[src/rtl/mrisc_pkg.sv]
// ---------------------------------------------------------------------------
// mrisc_pkg
// Shared constants, instruction decode and execute-stage types for the
// 16-bit-instruction step core.
// ---------------------------------------------------------------------------
package mrisc_pkg;

   localparam int INSTR_DEPTH = 256;
   localparam int DATA_DEPTH  = 256;
   localparam int REG_COUNT   = 8;
   localparam int DATA_WIDTH  = 8;

   localparam int IADDR_W = $clog2(INSTR_DEPTH);
   localparam int DADDR_W = $clog2(DATA_DEPTH);
   localparam int REG_W   = $clog2(REG_COUNT);

   localparam int PC_W    = 8;
   localparam int ADDR_W  = 8;
   localparam int BYTE_W  = 8;
   localparam int INSTR_W = 16;
   localparam int IMM_W   = 6;
   localparam int JADDR_W = 7;

   localparam int REQ_W = 24;
   localparam int RSP_W = 40;

   localparam logic CMD_LOAD = 1'b0;
   localparam logic CMD_STEP = 1'b1;

   localparam logic [3:0] OP_RTYPE = 4'd0;
   localparam logic [3:0] OP_JUMP  = 4'd2;
   localparam logic [3:0] OP_ADDI  = 4'd4;
   localparam logic [3:0] OP_BEQ   = 4'd8;
   localparam logic [3:0] OP_LW    = 4'd11;
   localparam logic [3:0] OP_SW    = 4'd15;

   localparam logic [2:0] FN_ADD = 3'd0;
   localparam logic [2:0] FN_SUB = 3'd2;
   localparam logic [2:0] FN_AND = 3'd4;
   localparam logic [2:0] FN_OR  = 3'd5;

   typedef struct packed {
      logic [3:0]         opcode;
      logic [REG_W-1:0]   rs;
      logic [REG_W-1:0]   rt;
      logic [REG_W-1:0]   rd;
      logic [2:0]         funct;
      logic [IMM_W-1:0]   imm;
      logic [JADDR_W-1:0] addr;
   } instr_fields_type;

   typedef struct packed {
      logic [PC_W-1:0]       next_pc;
      logic                  reg_we;
      logic [REG_W-1:0]      reg_idx;
      logic [DATA_WIDTH-1:0] reg_val;
      logic                  mem_we;
      logic                  mem_re;
      logic [ADDR_W-1:0]     mem_addr;
      logic [DATA_WIDTH-1:0] mem_val;
   } exec_type;

   function automatic instr_fields_type decode(input logic [INSTR_W-1:0] w);
      instr_fields_type f;
      f.opcode = w[15:12];
      f.rs     = w[11:9];
      f.rt     = w[8:6];
      f.rd     = w[5:3];
      f.funct  = w[2:0];
      f.imm    = w[IMM_W-1:0];
      f.addr   = w[JADDR_W-1:0];
      return f;
   endfunction

endpackage

[src/rtl/mrisc_exec.sv]
// ---------------------------------------------------------------------------
// mrisc_exec
// Decode and execute of one request: next pc, ALU result, register write and
// data memory read and write controls.
// ---------------------------------------------------------------------------
module mrisc_exec (
   input  logic                            command,
   input  logic [mrisc_pkg::INSTR_W-1:0]   instr,
   input  logic [mrisc_pkg::PC_W-1:0]      pc,
   input  logic [mrisc_pkg::DATA_WIDTH-1:0] src_a,
   input  logic [mrisc_pkg::DATA_WIDTH-1:0] src_b,
   output mrisc_pkg::exec_type             result
);

   mrisc_pkg::instr_fields_type f;
   logic [mrisc_pkg::ADDR_W-1:0] ea;

   assign f  = mrisc_pkg::decode(instr);
   assign ea = src_a[mrisc_pkg::ADDR_W-1:0]
             + {{(mrisc_pkg::ADDR_W-mrisc_pkg::IMM_W){1'b0}}, f.imm};

   always_comb begin
      result         = '0;
      result.next_pc = pc;
      if (command == mrisc_pkg::CMD_STEP) begin
         result.next_pc = pc + 1'b1;
         unique case (f.opcode)
            mrisc_pkg::OP_RTYPE: begin
               result.reg_we  = 1'b1;
               result.reg_idx = f.rd;
               case (f.funct)
                  mrisc_pkg::FN_ADD: result.reg_val = src_a + src_b;
                  mrisc_pkg::FN_SUB: result.reg_val = src_a - src_b;
                  mrisc_pkg::FN_AND: result.reg_val = src_a & src_b;
                  mrisc_pkg::FN_OR:  result.reg_val = src_a | src_b;
                  default:           result.reg_val = src_a + src_b;
               endcase
            end
            mrisc_pkg::OP_JUMP: begin
               result.next_pc = mrisc_pkg::PC_W'({f.addr, 1'b0});
            end
            mrisc_pkg::OP_ADDI: begin
               result.reg_we  = 1'b1;
               result.reg_idx = f.rt;
               result.reg_val = src_a + mrisc_pkg::DATA_WIDTH'(f.imm);
            end
            mrisc_pkg::OP_BEQ: begin
            end
            mrisc_pkg::OP_LW: begin
               result.reg_we   = 1'b1;
               result.reg_idx  = f.rt;
               result.mem_re   = 1'b1;
               result.mem_addr = ea;
            end
            mrisc_pkg::OP_SW: begin
               result.mem_we   = 1'b1;
               result.mem_addr = ea;
               result.mem_val  = src_b;
            end
            default: begin
            end
         endcase
      end
   end

endmodule

[config.mk]
export PLATFORM = sky130hd
export DESIGN_NAME = mrisc_exec
export DESIGN_NICKNAME = d
export VERILOG_FILES = /design/src/rtl/mrisc_pkg.sv /design/src/rtl/mrisc_exec.sv
export SDC_FILE = /design/constraint.sdc
export NUM_CORES = 1
export LEC_CHECK = 0
export BUFFER_PORTS_ARGS = -buffer_cell sky130_fd_sc_hd__buf_4
export CORE_UTILIZATION = 45
export DETAILED_ROUTE_END_ITERATION = 10
export GPL_TIMING_DRIVEN = 1
export PLACE_DENSITY = 0.8
export SLEW_MARGIN = 20
export SYNTH_ARGS = -nofsm -noshare
export SYNTH_HDL_FRONTEND = slang
export SYNTH_SLANG_ARGS = --single-unit
export TNS_END_PERCENT = 1
[constraint.sdc]
create_clock -name vclk -period 4.6
set_input_delay 0.92 -clock vclk [all_inputs]
set_output_delay 0.92 -clock vclk [all_outputs]
set_load 0.01 [all_outputs]
## Word-level counts from Yosys, hierarchy flattened

Cells that the tools add are included.

- Output and inout port bits: 38
- Logic and storage cells: 25
- Register bits after elaboration: 0
- Input port bits: 41

- Eq/ne operators: 7
- Muxes and demuxes: 9
- Add/sub/neg operators: 4
- Bitwise operators: 2
- Reductions and logical operators: 3

Operators by type and width:

| kind | number |
|---|---|
| 2-to-1 mux 38 bit | 1 |
| 2-to-1 mux 8 bit | 3 |
| case mux 8 bit (3 select lines) | 1 |
| case mux 8 bit (2 select lines) | 1 |
| adder 8 x 1 -> 8 bit, second input constant | 1 |
| adder 8 x 6 -> 8 bit | 1 |
| adder 8 bit | 1 |
| bitwise AND 8 bit | 1 |
| equality test 4 bit, second input constant | 2 |
| bitwise OR 8 bit | 1 |
| case mux 4 bit (2 select lines) | 1 |
| subtractor 8 bit | 1 |
| equality test 3 bit, second input constant | 2 |
| equality test 4 x 2 -> 1 bit, second input constant | 1 |
| equality test 4 x 3 -> 1 bit, second input constant | 1 |
| logical NOT 4 bit | 1 |
| OR reduction 2 bit | 2 |
| equality test 3 x 2 -> 1 bit, second input constant | 1 |
| 2-to-1 mux 1 bit | 2 |

## Logic depth before layout (Yosys ltp)

Gate-level depths: netlist of the first run.

- Word-level depth: 4
- Gate-level depth with buffers: 10
- Gate-level depth less buffers: 10

## Worst setup path before layout of the first run

Ideal clock, no wire load.

- Path kind: in2out
- Start: input port instr[2] (netlist name)
- End: output port result[25] (netlist name)
- Slack: 0.515 ns
- Required time: 3.680 ns
- Cell stages on the path: 9
- Arrival: 3.165 ns
- Cell sequence: nor3b_1 > mux2_2 > inv_1 > ha_1 > nor2b_1 > o31ai_1 > a31oi_1 > or4_1 > nand3_1

RTL lines:

| what | RTL line | source |
|---|---|---|
| from (decl) | mrisc_exec.sv:8 | `input logic [mrisc_pkg::INSTR_W-1:0] instr,` |
| to (decl) | mrisc_exec.sv:12 | `output mrisc_pkg::exec_type result` |

==> results of run 1 <==
[cells by family (layout without fill, tap and decap cells)]
logic type,Yosys count,count (layout),synth area share (%)
compound gates,78,78,32.4
fa+ha+maj,24,24,20.6
mux,3,3,2.13
buf+inv,21,89,6.63
simple gates,82,82,31.1
xor+xnor,12,12,7.14
[final cells by class]
cell class,instances,share of cell area [%]
inverter,12,2.20
timing repair buffer,77,28.2
tap,44,2.68
multi-input combinational,199,67.0
[Yosys cell counts (2+ instances only)]
cell      number  area [µm²]
or2_2          2        12.5
xor2_1         4        35.0
nor3_1         6        30.0
and4_1         2        17.5
nand2_1       12        45.0
a211oi_1       5        37.5
xnor2_1        8        70.1
nand3_1       11        55.1
and3_1        10        62.6
a22o_1         3        26.3
a21oi_1       27         135
fa_1           2        40.0
or4_1          2        15.0
ha_1          17         213
o21ai_0       16        80.1
o211a_1        2        20.0
a31oi_1        4        25.0
a21o_1         6        45.0
nand4_1        4        25.0
buf_6          2        22.5
clkbuf_1       6        22.5
mux2i_1        2        20.0
and2_1         4        25.0
inv_1         12        45.0
maj3_1         5        50.1
nor2b_1        5        31.3
o31a_1         2        17.5
nor2_1        16        60.1
o22ai_1        7        43.8
o21bai_1       2        15.0
[how the worst min path moves through the flow]
stage	startpoint	endpoint	slack (ns)	cells after the start
after floorplan	pc[1]	result[31]	1.98	2
after global placement	instr[7]	result[27]	2.14	3
after detailed placement	instr[7]	result[27]	2.14	3
after CTS	instr[7]	result[27]	2.14	3
after global routing	instr[7]	result[27]	2.16	3
final	instr[8]	result[28]	2.14	3
[per-layer routing]
| metal | up-vias | global-route usage [%] | share of wire, % |
|---|---|---|---|
| met1 | 834 | 37.3 | 48 |
| met4 | 0 | 3.40 | 0.78 |
| met3 | 4 | 1.97 | 5.1 |
| li1 | 963 | - | - |
| met2 | 52 | 43.5 | 46 |
| met5 | - | 0 | 0 |
[stage by stage]
stage               instances  power, mW  setup slack [ns]  hold slack, ns
detailed placement        332      0.209             0.327            2.14
floorplan                 220      0.130             0.515            1.98
finish                    332      0.212             0.300            2.14
global placement          332      0.205             0.348            2.14
CTS                       332      0.210             0.323            2.14
global route              332      0.234             0.164            2.16
[where the power goes]
part	internal [mW]	switching [mW]	leakage, nW
registers	0	0	0
clock network	0	0	0
logic	0.100	0.112	1.07
total	0.100	0.112	1.07
==> results by group, run 1 <==
Worst setup path
  – Number of cells on the critical path: 11
  – CP Cell Sequence: buf_4 > nor3b_1 > mux2_2 > inv_1 > ha_1 > nor2b_1 > o31ai_1 > a31oi_1 > or4_1 > nand3_1 > buf_4
  – Worst path bufs/invs: 3
  – Critical Path End: result[25]
  – CP delay by family, top: simple AND/OR/NAND/NOR gates
  – Crit path required time: 3.68 ns
  – Element type at the critical path start: input port
  – CP Max Fanout: 12
  – Slowest CP cell: or4_1
  – Worst setup path startpoint: instr[0]
  – Largest stage delay, worst path: 0.42 ns
  – Top cell by count, worst path: buf_4
  – CP Data Arrival Time: 3.38 ns
  – Crit path kind: in -> out
  – Worst setup EP type: primary output

Place
  – Placed Area: 2050 µm²
  – I/O Buffers: 76
  – Hpwl dp: 3660 µm
  – Placer Congestion: 0.889

Power
  – P per Cell Area: 103 nW/µm²
  – Leak Pwr: 1.07 nW
  – Peak VDD IR: 48.6 µV

Min path
  – Hold WC Path Type: in -> out

GRT
  – Pin count of the biggest net entering global routing: 21
  – Total gr overflow: 0
  – First-pass GRT wire length: 7370 µm
  – Initial antenna violation count: 0
  – Tot GR Track Use: 26.1%
  – Vias in the first global route: 1,680

Route
  – Routed WL: 4490 µm
  – Via count: 1,853
  – Wire per inst: 13.5 µm
  – DRC errors left: 0
  – DR pass1 iterations: 4
  – ANT nets after route: 0
  – 1st-iter DRT viols: 61
  – Vias/cell: 5.58

Floorplan
  – Die W: 59.2 µm
  – Full die area: 3500 µm²
  – Starting density of the core: 47.8%
  – Core footprint: 3080 µm²
  – Die span in y: 59.2 µm
  – Num rows: 20
  – IO Pins: 79

Final layout
  – CLK BUF: 0
  – Footprint of the multi-input gates: 1370 µm²
  – Diode count: 0
  – Most frequent cells in the layout: 77 x buf_4, 27 x a21oi_1, 17 x ha_1
  – Area growth syn-to-layout: 39.5%
  – Most common cell after layout, fill and taps aside: buf_4
  – Final net count: 350
  – Seq cells: 0
  – Post-layout util: 66.7%
  – Share of cells above drive strength 1: 28.5%
  – FF+latch area: 0 µm²
  – # fillers: 315
  – Finished Cell Area: 2050 µm²

Logic synthesis
  – Sequential share of the synthesized area: 0%
  – Syn Inst Count: 220
  – Post-Syn Area: 1470 µm²
  – Syn Nets: 280
  – Yosys warnings: 0
  – Syn_area_per_cell: 6.69 µm²
  – Synth cell types: 44

Timing
  – Final setup viols: 0
  – Max-slew violations: 0
  – Fmax: 233 MHz
  – Fin. Hold Viols: 0
  – RSZ-0062 raised after global routing: false
  – Slew HR: 62.1%
  – Period utilization: 93.5%
  – Fin Setup TNS: 0 ns
  – Worst-margin pin slew: 0.568 ns
  – Fin crit period: 4.30 ns

Clock tree
  – Setup Fix Bufs, Post-CTS: 0
  – Post-CTS Hold Buffers: 0
  – CTS resizes: 0

Outcome
  – Status: finished clean

Run
  – MaxCap Viol Count: 0
(Power assumes the default switching activity.)
==> run 2: changes to the inputs <==
--- a/config.mk
+++ b/config.mk
@@ -6,6 +6,8 @@
 export NUM_CORES = 1
 export LEC_CHECK = 0
 export BUFFER_PORTS_ARGS = -buffer_cell sky130_fd_sc_hd__buf_4
+export CORE_ASPECT_RATIO = 1.2
+export CORE_MARGIN = 4
 export CORE_UTILIZATION = 45
 export DETAILED_ROUTE_END_ITERATION = 10
 export GPL_TIMING_DRIVEN = 1
==> results by group, run 2 (same netlist as run 1, synthesis figures left out) <==
Outcome
  – Status: finished clean (unchanged)

Final layout
  – Diode count: 0 (unchanged)
  – CLK BUF: 0 (unchanged)
  – Share of cells above drive strength 1: 28.5% (unchanged)
  – Post-layout util: 65.6% (was 66.7%)
  – Most frequent cells in the layout: 77 x buf_4, 27 x a21oi_1, 17 x ha_1 (unchanged)
  – FF+latch area: 0 µm² (unchanged)
  – Area growth syn-to-layout: 38.8% (was 39.5%)
  – Final net count: 350 (unchanged)
  – Seq cells: 0 (unchanged)
  – Most common cell after layout, fill and taps aside: buf_4 (unchanged)
  – Finished Cell Area: 2040 µm² (was 2050 µm²)

GRT
  – Pin count of the biggest net entering global routing: 21 (unchanged)
  – Met2 Use GR: 39.4% (was 43.5%)
  – First-pass GRT wire length: 7660 µm (was 7370 µm)
  – Met3 Track Usage GR: 0.730% (was 1.97%)
  – GR Layer Usage met1: 27.5% (was 37.3%)
  – Initial antenna violation count: 0 (unchanged)
  – GR peak layer: met2 (unchanged)
  – Vias in the first global route: 1,728 (was 1,680)
  – Tot GR Track Use: 21.5% (was 26.1%)
  – Total gr overflow: 0 (unchanged)

Worst setup path
  – Crit path required time: 3.68 ns (about the same)
  – CP Max Fanout: 12 (unchanged)
  – Worst setup EP type: primary output (unchanged)
  – Slowest CP cell: or4_1 (unchanged)
  – Largest stage delay, worst path: 0.42 ns (about the same)
  – Top cell by count, worst path: buf_4 (unchanged)
  – CP delay by family, top: simple AND/OR/NAND/NOR gates (unchanged)
  – Crit path kind: in -> out (unchanged)
  – CP Data Arrival Time: 3.39 ns (was 3.38 ns)
  – Element type at the critical path start: input port (unchanged)
  – CP Cell Sequence: buf_4 > nor3b_1 > mux2_2 > inv_1 > ha_1 > nor2b_1 > o31ai_1 > a31oi_1 > or4_1 > nand3_1 > buf_4 (unchanged)
  – Worst setup path startpoint: instr[0] (unchanged)
  – Worst path bufs/invs: 3 (unchanged)

Place
  – Placed Area: 2040 µm² (was 2050 µm²)
  – Placer Congestion: 0.860 (was 0.889)
  – Hpwl dp: 3890 µm (was 3660 µm)
  – Place WS: 0.301 ns (was 0.327 ns)
  – I/O Buffers: 76 (unchanged)

Timing
  – Fmax: 232 MHz (was 233 MHz)
  – Fin crit period: 4.31 ns (was 4.30 ns)
  – Final setup viols: 0 (unchanged)
  – Max-slew violations: 0 (unchanged)
  – Slew HR: 61.2% (was 62.1%)
  – Final Worst Setup Slack: 0.293 ns (was 0.300 ns)
  – Fin. Hold Viols: 0 (unchanged)
  – Period utilization: 93.6% (was 93.5%)
  – RSZ-0062 raised after global routing: false (unchanged)
  – Fin Setup TNS: 0 ns (unchanged)
  – Post-Route Hold Slack: 2.14 ns (about the same)
  – Worst-margin pin slew: 0.582 ns (was 0.568 ns)

Route
  – Wire per inst: 14.4 µm (was 13.5 µm)
  – Via count: 1,887 (was 1,853)
  – Routed WL: 4670 µm (was 4490 µm)
  – DR pass1 iterations: 4 (unchanged)
  – Vias/cell: 5.82 (was 5.58)
  – DRC errors left: 0 (unchanged)
  – 1st-iter DRT viols: 67 (was 61)
  – ANT nets after route: 0 (unchanged)

Min path
  – Hold WC Path Type: in -> out (unchanged)
  – Hold depth: 3 (unchanged)
  – Hold worst-path end: result[27] (was result[28])
  – Min-delay src: instr[7] (was instr[8])

Power
  – Peak VDD IR: 61.6 µV (was 48.6 µV)
  – Leak Pwr: 1.07 nW (unchanged)
  – P per Cell Area: 103 nW/µm² (about the same)

Clock tree
  – CTS resizes: 0 (unchanged)
  – Setup Fix Bufs, Post-CTS: 0 (unchanged)
  – Post-CTS Hold Buffers: 0 (unchanged)

Floorplan
  – Full die area: 4250 µm² (was 3500 µm²)
  – Core footprint: 3110 µm² (was 3080 µm²)
  – Starting density of the core: 47.3% (was 47.8%)
  – Num rows: 22 (was 20)
  – Die span in y: 70.6 µm (was 59.2 µm)
  – IO Pins: 79 (unchanged)
  – Die W: 60.2 µm (was 59.2 µm)

Run
  – MaxCap Viol Count: 0 (unchanged)
## run 2: final cells by class
class	instances	area, µm²
multi-input combinational	199	1370
fill	315	1070
timing repair buffer	77	578
tap	36	45.0
inverter	12	45.0
## run 2: tightest hold or removal path, cell delays in order
cell and delay, ns:
buf_4 0.08, a22o_1 0.11, buf_4 0.11
## run 2: how the worst max path moves through the flow
| stage | to | slack, ns | cells past startpoint |
|---|---|---|---|
| finish | result[25] | 0.29 | 11 |
| global route | result[25] | 0.14 | 11 |
| CTS | result[25] | 0.30 | 11 |
| detailed placement | result[25] | 0.30 | 11 |
| global placement | result[25] | 0.33 | 11 |
| floorplan | result[25] | 0.52 | 9 |
## run 2: metrics by stage
step / cells / total power [mW]
floorplan: 220 / 0.130
global placement: 324 / 0.205
detailed placement: 324 / 0.208
CTS: 324 / 0.209
global route: 324 / 0.235
finish: 324 / 0.210
## run 2: report_power, final
group	switching [mW]	total (mW)	internal, mW
registers	0	0	0
logic	0.110	0.210	0.100
clock network	0	0	0
## run 2: routing by layer
| layer | share of wire (%) | vias up |
|---|---|---|
| met1 | 44 | 871 |
| met5 | 0 | - |
| met3 | 5.4 | 4 |
| met2 | 50 | 48 |
| met4 | 0.71 | 0 |
| li1 | - | 964 |
==> run 3: changes to the inputs <==
--- a/config.mk
+++ b/config.mk
@@ -5,13 +5,14 @@
 export SDC_FILE = /design/constraint.sdc
 export NUM_CORES = 1
 export LEC_CHECK = 0
+export ABC_AREA = 1
 export BUFFER_PORTS_ARGS = -buffer_cell sky130_fd_sc_hd__buf_4
 export CORE_ASPECT_RATIO = 1.2
 export CORE_MARGIN = 4
 export CORE_UTILIZATION = 45
 export DETAILED_ROUTE_END_ITERATION = 10
 export GPL_TIMING_DRIVEN = 1
-export PLACE_DENSITY = 0.8
+export PLACE_DENSITY = 0.79
 export SLEW_MARGIN = 20
 export SYNTH_ARGS = -nofsm -noshare
 export SYNTH_HDL_FRONTEND = slang
==> results by group, run 3 <==
Outcome
  – Status: finished clean (unchanged)

Clock tree
  – CTS resizes: 0 (unchanged)
  – Post-CTS Hold Buffers: 0 (unchanged)
  – Setup Fix Bufs, Post-CTS: 0 (unchanged)

Power
  – P per Cell Area: 98.9 nW/µm² (was 103 nW/µm²)
  – Tot Pwr: 216 µW (was 210 µW)
  – Leak Pwr: 1.32 nW (was 1.07 nW)
  – Peak VDD IR: 65.0 µV (was 61.6 µV)

Route
  – Vias/cell: 5.19 (was 5.82)
  – 1st-iter DRT viols: 105 (was 67)
  – DR pass1 iterations: 4 (unchanged)
  – ANT nets after route: 0 (unchanged)
  – Wire per inst: 12.3 µm (was 14.4 µm)
  – Routed WL: 5050 µm (was 4670 µm)
  – DRC errors left: 0 (unchanged)
  – Via count: 2,140 (was 1,887)

Worst setup path
  – Crit path kind: in -> out (unchanged)
  – CP Data Arrival Time: 3.07 ns (was 3.39 ns)
  – Crit path required time: 3.68 ns (about the same)
  – Element type at the critical path start: input port (unchanged)
  – Worst setup path startpoint: src_b[1] (was instr[0])
  – Worst setup EP type: primary output (unchanged)
  – CP Max Fanout: 4 (was 12)

Run
  – MaxCap Viol Count: 0 (unchanged)

Timing
  – Fin Setup TNS: 0 ns (unchanged)
  – Max-slew violations: 0 (unchanged)
  – Worst-margin pin slew: 0.396 ns (was 0.582 ns)
  – Fin. Hold Viols: 0 (unchanged)
  – Fmax: 251 MHz (was 232 MHz)
  – RSZ-0062 raised after global routing: false (unchanged)
  – Final setup viols: 0 (unchanged)
  – Slew HR: 73.5% (was 61.2%)
  – Fin crit period: 3.99 ns (was 4.31 ns)
  – Period utilization: 86.7% (was 93.6%)

Place
  – I/O Buffers: 76 (unchanged)
  – Placer Congestion: 0.896 (was 0.860)
  – Hpwl dp: 4380 µm (was 3890 µm)

Logic synthesis
  – Syn Nets: 362 (was 280)
  – Sequential share of the synthesized area: 0% (unchanged)
  – Syn Inst Count: 302 (was 220)
  – Yosys warnings: 0 (unchanged)
  – Synth cell types: 33 (was 44)
  – Post-Syn Area: 1580 µm² (was 1470 µm²)
  – Synth top area share: 17.3% (was 14.5%)
  – Most numerous cell in the Yosys netlist: nand2_1 (was a21oi_1)
  – Most common library cells after synthesis: 73 x nand2_1, 58 x inv_1, 31 x nor2_1 (was 27 x a21oi_1, 17 x ha_1, 16 x nor2_1, 16 x o21ai_0)
  – Cell taking the most area after synthesis: nand2_1 (was ha_1)
  – Syn_area_per_cell: 5.23 µm² (was 6.69 µm²)
  – Area contributors post-synth: nand2_1 17%, inv_1 14%, ha_1 13%, nand3_1 8.2%, nor2_1 7.4% (was ha_1 14%, a21oi_1 9.2%, o21ai_0 5.4%, xnor2_1 4.8%, and3_1 4.3%)

Floorplan
  – Die W: 62.1 µm (was 60.2 µm)
  – IO Pins: 79 (unchanged)
  – Full die area: 4530 µm² (was 4250 µm²)
  – Core footprint: 3370 µm² (was 3110 µm²)
  – Starting density of the core: 46.9% (was 47.3%)
  – Die span in y: 72.9 µm (was 70.6 µm)
  – Num rows: 23 (was 22)

Min path
  – Min-delay src: instr[14] (was instr[7])
  – Hold depth: 3 (unchanged)
  – Hold WC Path Type: in -> out (unchanged)
  – Hold worst-path end: result[16] (was result[27])

Final layout
  – Seq cells: 0 (unchanged)
  – Most frequent cells in the layout: 76 x buf_4, 73 x nand2_1, 58 x inv_1 (was 77 x buf_4, 27 x a21oi_1, 17 x ha_1)
  – CLK BUF: 0 (unchanged)
  – # fillers: 360 (was 315)
  – FF+latch area: 0 µm² (unchanged)
  – Most common cell after layout, fill and taps aside: buf_4 (unchanged)
  – Share of cells above drive strength 1: 24.3% (was 28.5%)
  – Post-layout util: 64.8% (was 65.6%)
  – Diode count: 0 (unchanged)
  – Area growth syn-to-layout: 38.2% (was 38.8%)
  – Final net count: 437 (was 350)

GRT
  – Tot GR Track Use: 22.0% (was 21.5%)
  – First-pass GRT wire length: 8010 µm (was 7660 µm)
  – Initial antenna violation count: 0 (unchanged)
  – Pin count of the biggest net entering global routing: 15 (was 21)
  – Vias in the first global route: 1,990 (was 1,728)
  – Total gr overflow: 0 (unchanged)
-- run 3: worst max path at each step --
stage / endpoint / slack (ns) / depth (start not counted)
2_1_floorplan: result[24] / 1.04 / 16
3_3_place_gp: result[25] / 0.62 / 19
3_5_place_dp: result[25] / 0.62 / 19
4_1_cts: result[25] / 0.61 / 19
5_1_grt: result[25] / 0.36 / 19
6_report: result[25] / 0.61 / 19
-- run 3: final cells by class --
type | count | area [µm²] | share of cell area, %
inverters | 60 | 225 | 10.3
well taps | 37 | 46.3 | 2.12
multi-input cells | 239 | 1340 | 61.4
repair buffers | 76 | 571 | 26.1
-- run 3: logic make-up (layout without fill, tap and decap cells) --
logic type	after synthesis	in the layout	synth area share (%)
adders and majority gates	19	19	16.0
buffers and inverters	63	136	15.1
and+or+nand+nor	157	157	44.3
AOI/OAI and AO/OA	54	54	19.6
xor gates and xnor gates	9	9	4.99
-- run 3: stage by stage --
stage / cells / worst slack [ns] / cell area [µm²] / hold slack, ns
2_1_floorplan: 302 / 1.04 / 1580 / 1.89
3_3_place_gp: 412 / 0.618 / 2180 / 2.12
3_5_place_dp: 412 / 0.616 / 2180 / 2.12
4_1_cts: 412 / 0.610 / 2180 / 2.12
5_1_grt: 412 / 0.361 / 2180 / 2.13
6_report: 412 / 0.614 / 2180 / 2.12
-- run 3: power breakdown --
group	switching, mW	internal, mW
logic	0.122	0.0938
registers	0	0
clock network	0	0
total	0.122	0.0938
-- run 3: layer usage --
metal	share of wire, %	vias up	GRT usage (%)
met5	0	-	0
met4	0.42	0	1.65
met3	6.9	2	0.885
met2	52	72	44.7
met1	40	938	24.6
li1	-	1128	-
-- run 3: worst max-delay path, cell delays in order --
cell and delay, ns:
buf_4 0.12, inv_1 0.11, ha_1 0.16, inv_1 0.05
nor3_1 0.21, nand3_1 0.10, nand2_1 0.09, xor2_1 0.14
inv_1 0.05, ha_1 0.32, nand2_1 0.10, inv_1 0.04
a21oi_1 0.13, nand2_1 0.08, nand3_1 0.07, nand3_1 0.09
nand2_1 0.08, nand2_1 0.04, buf_4 0.13
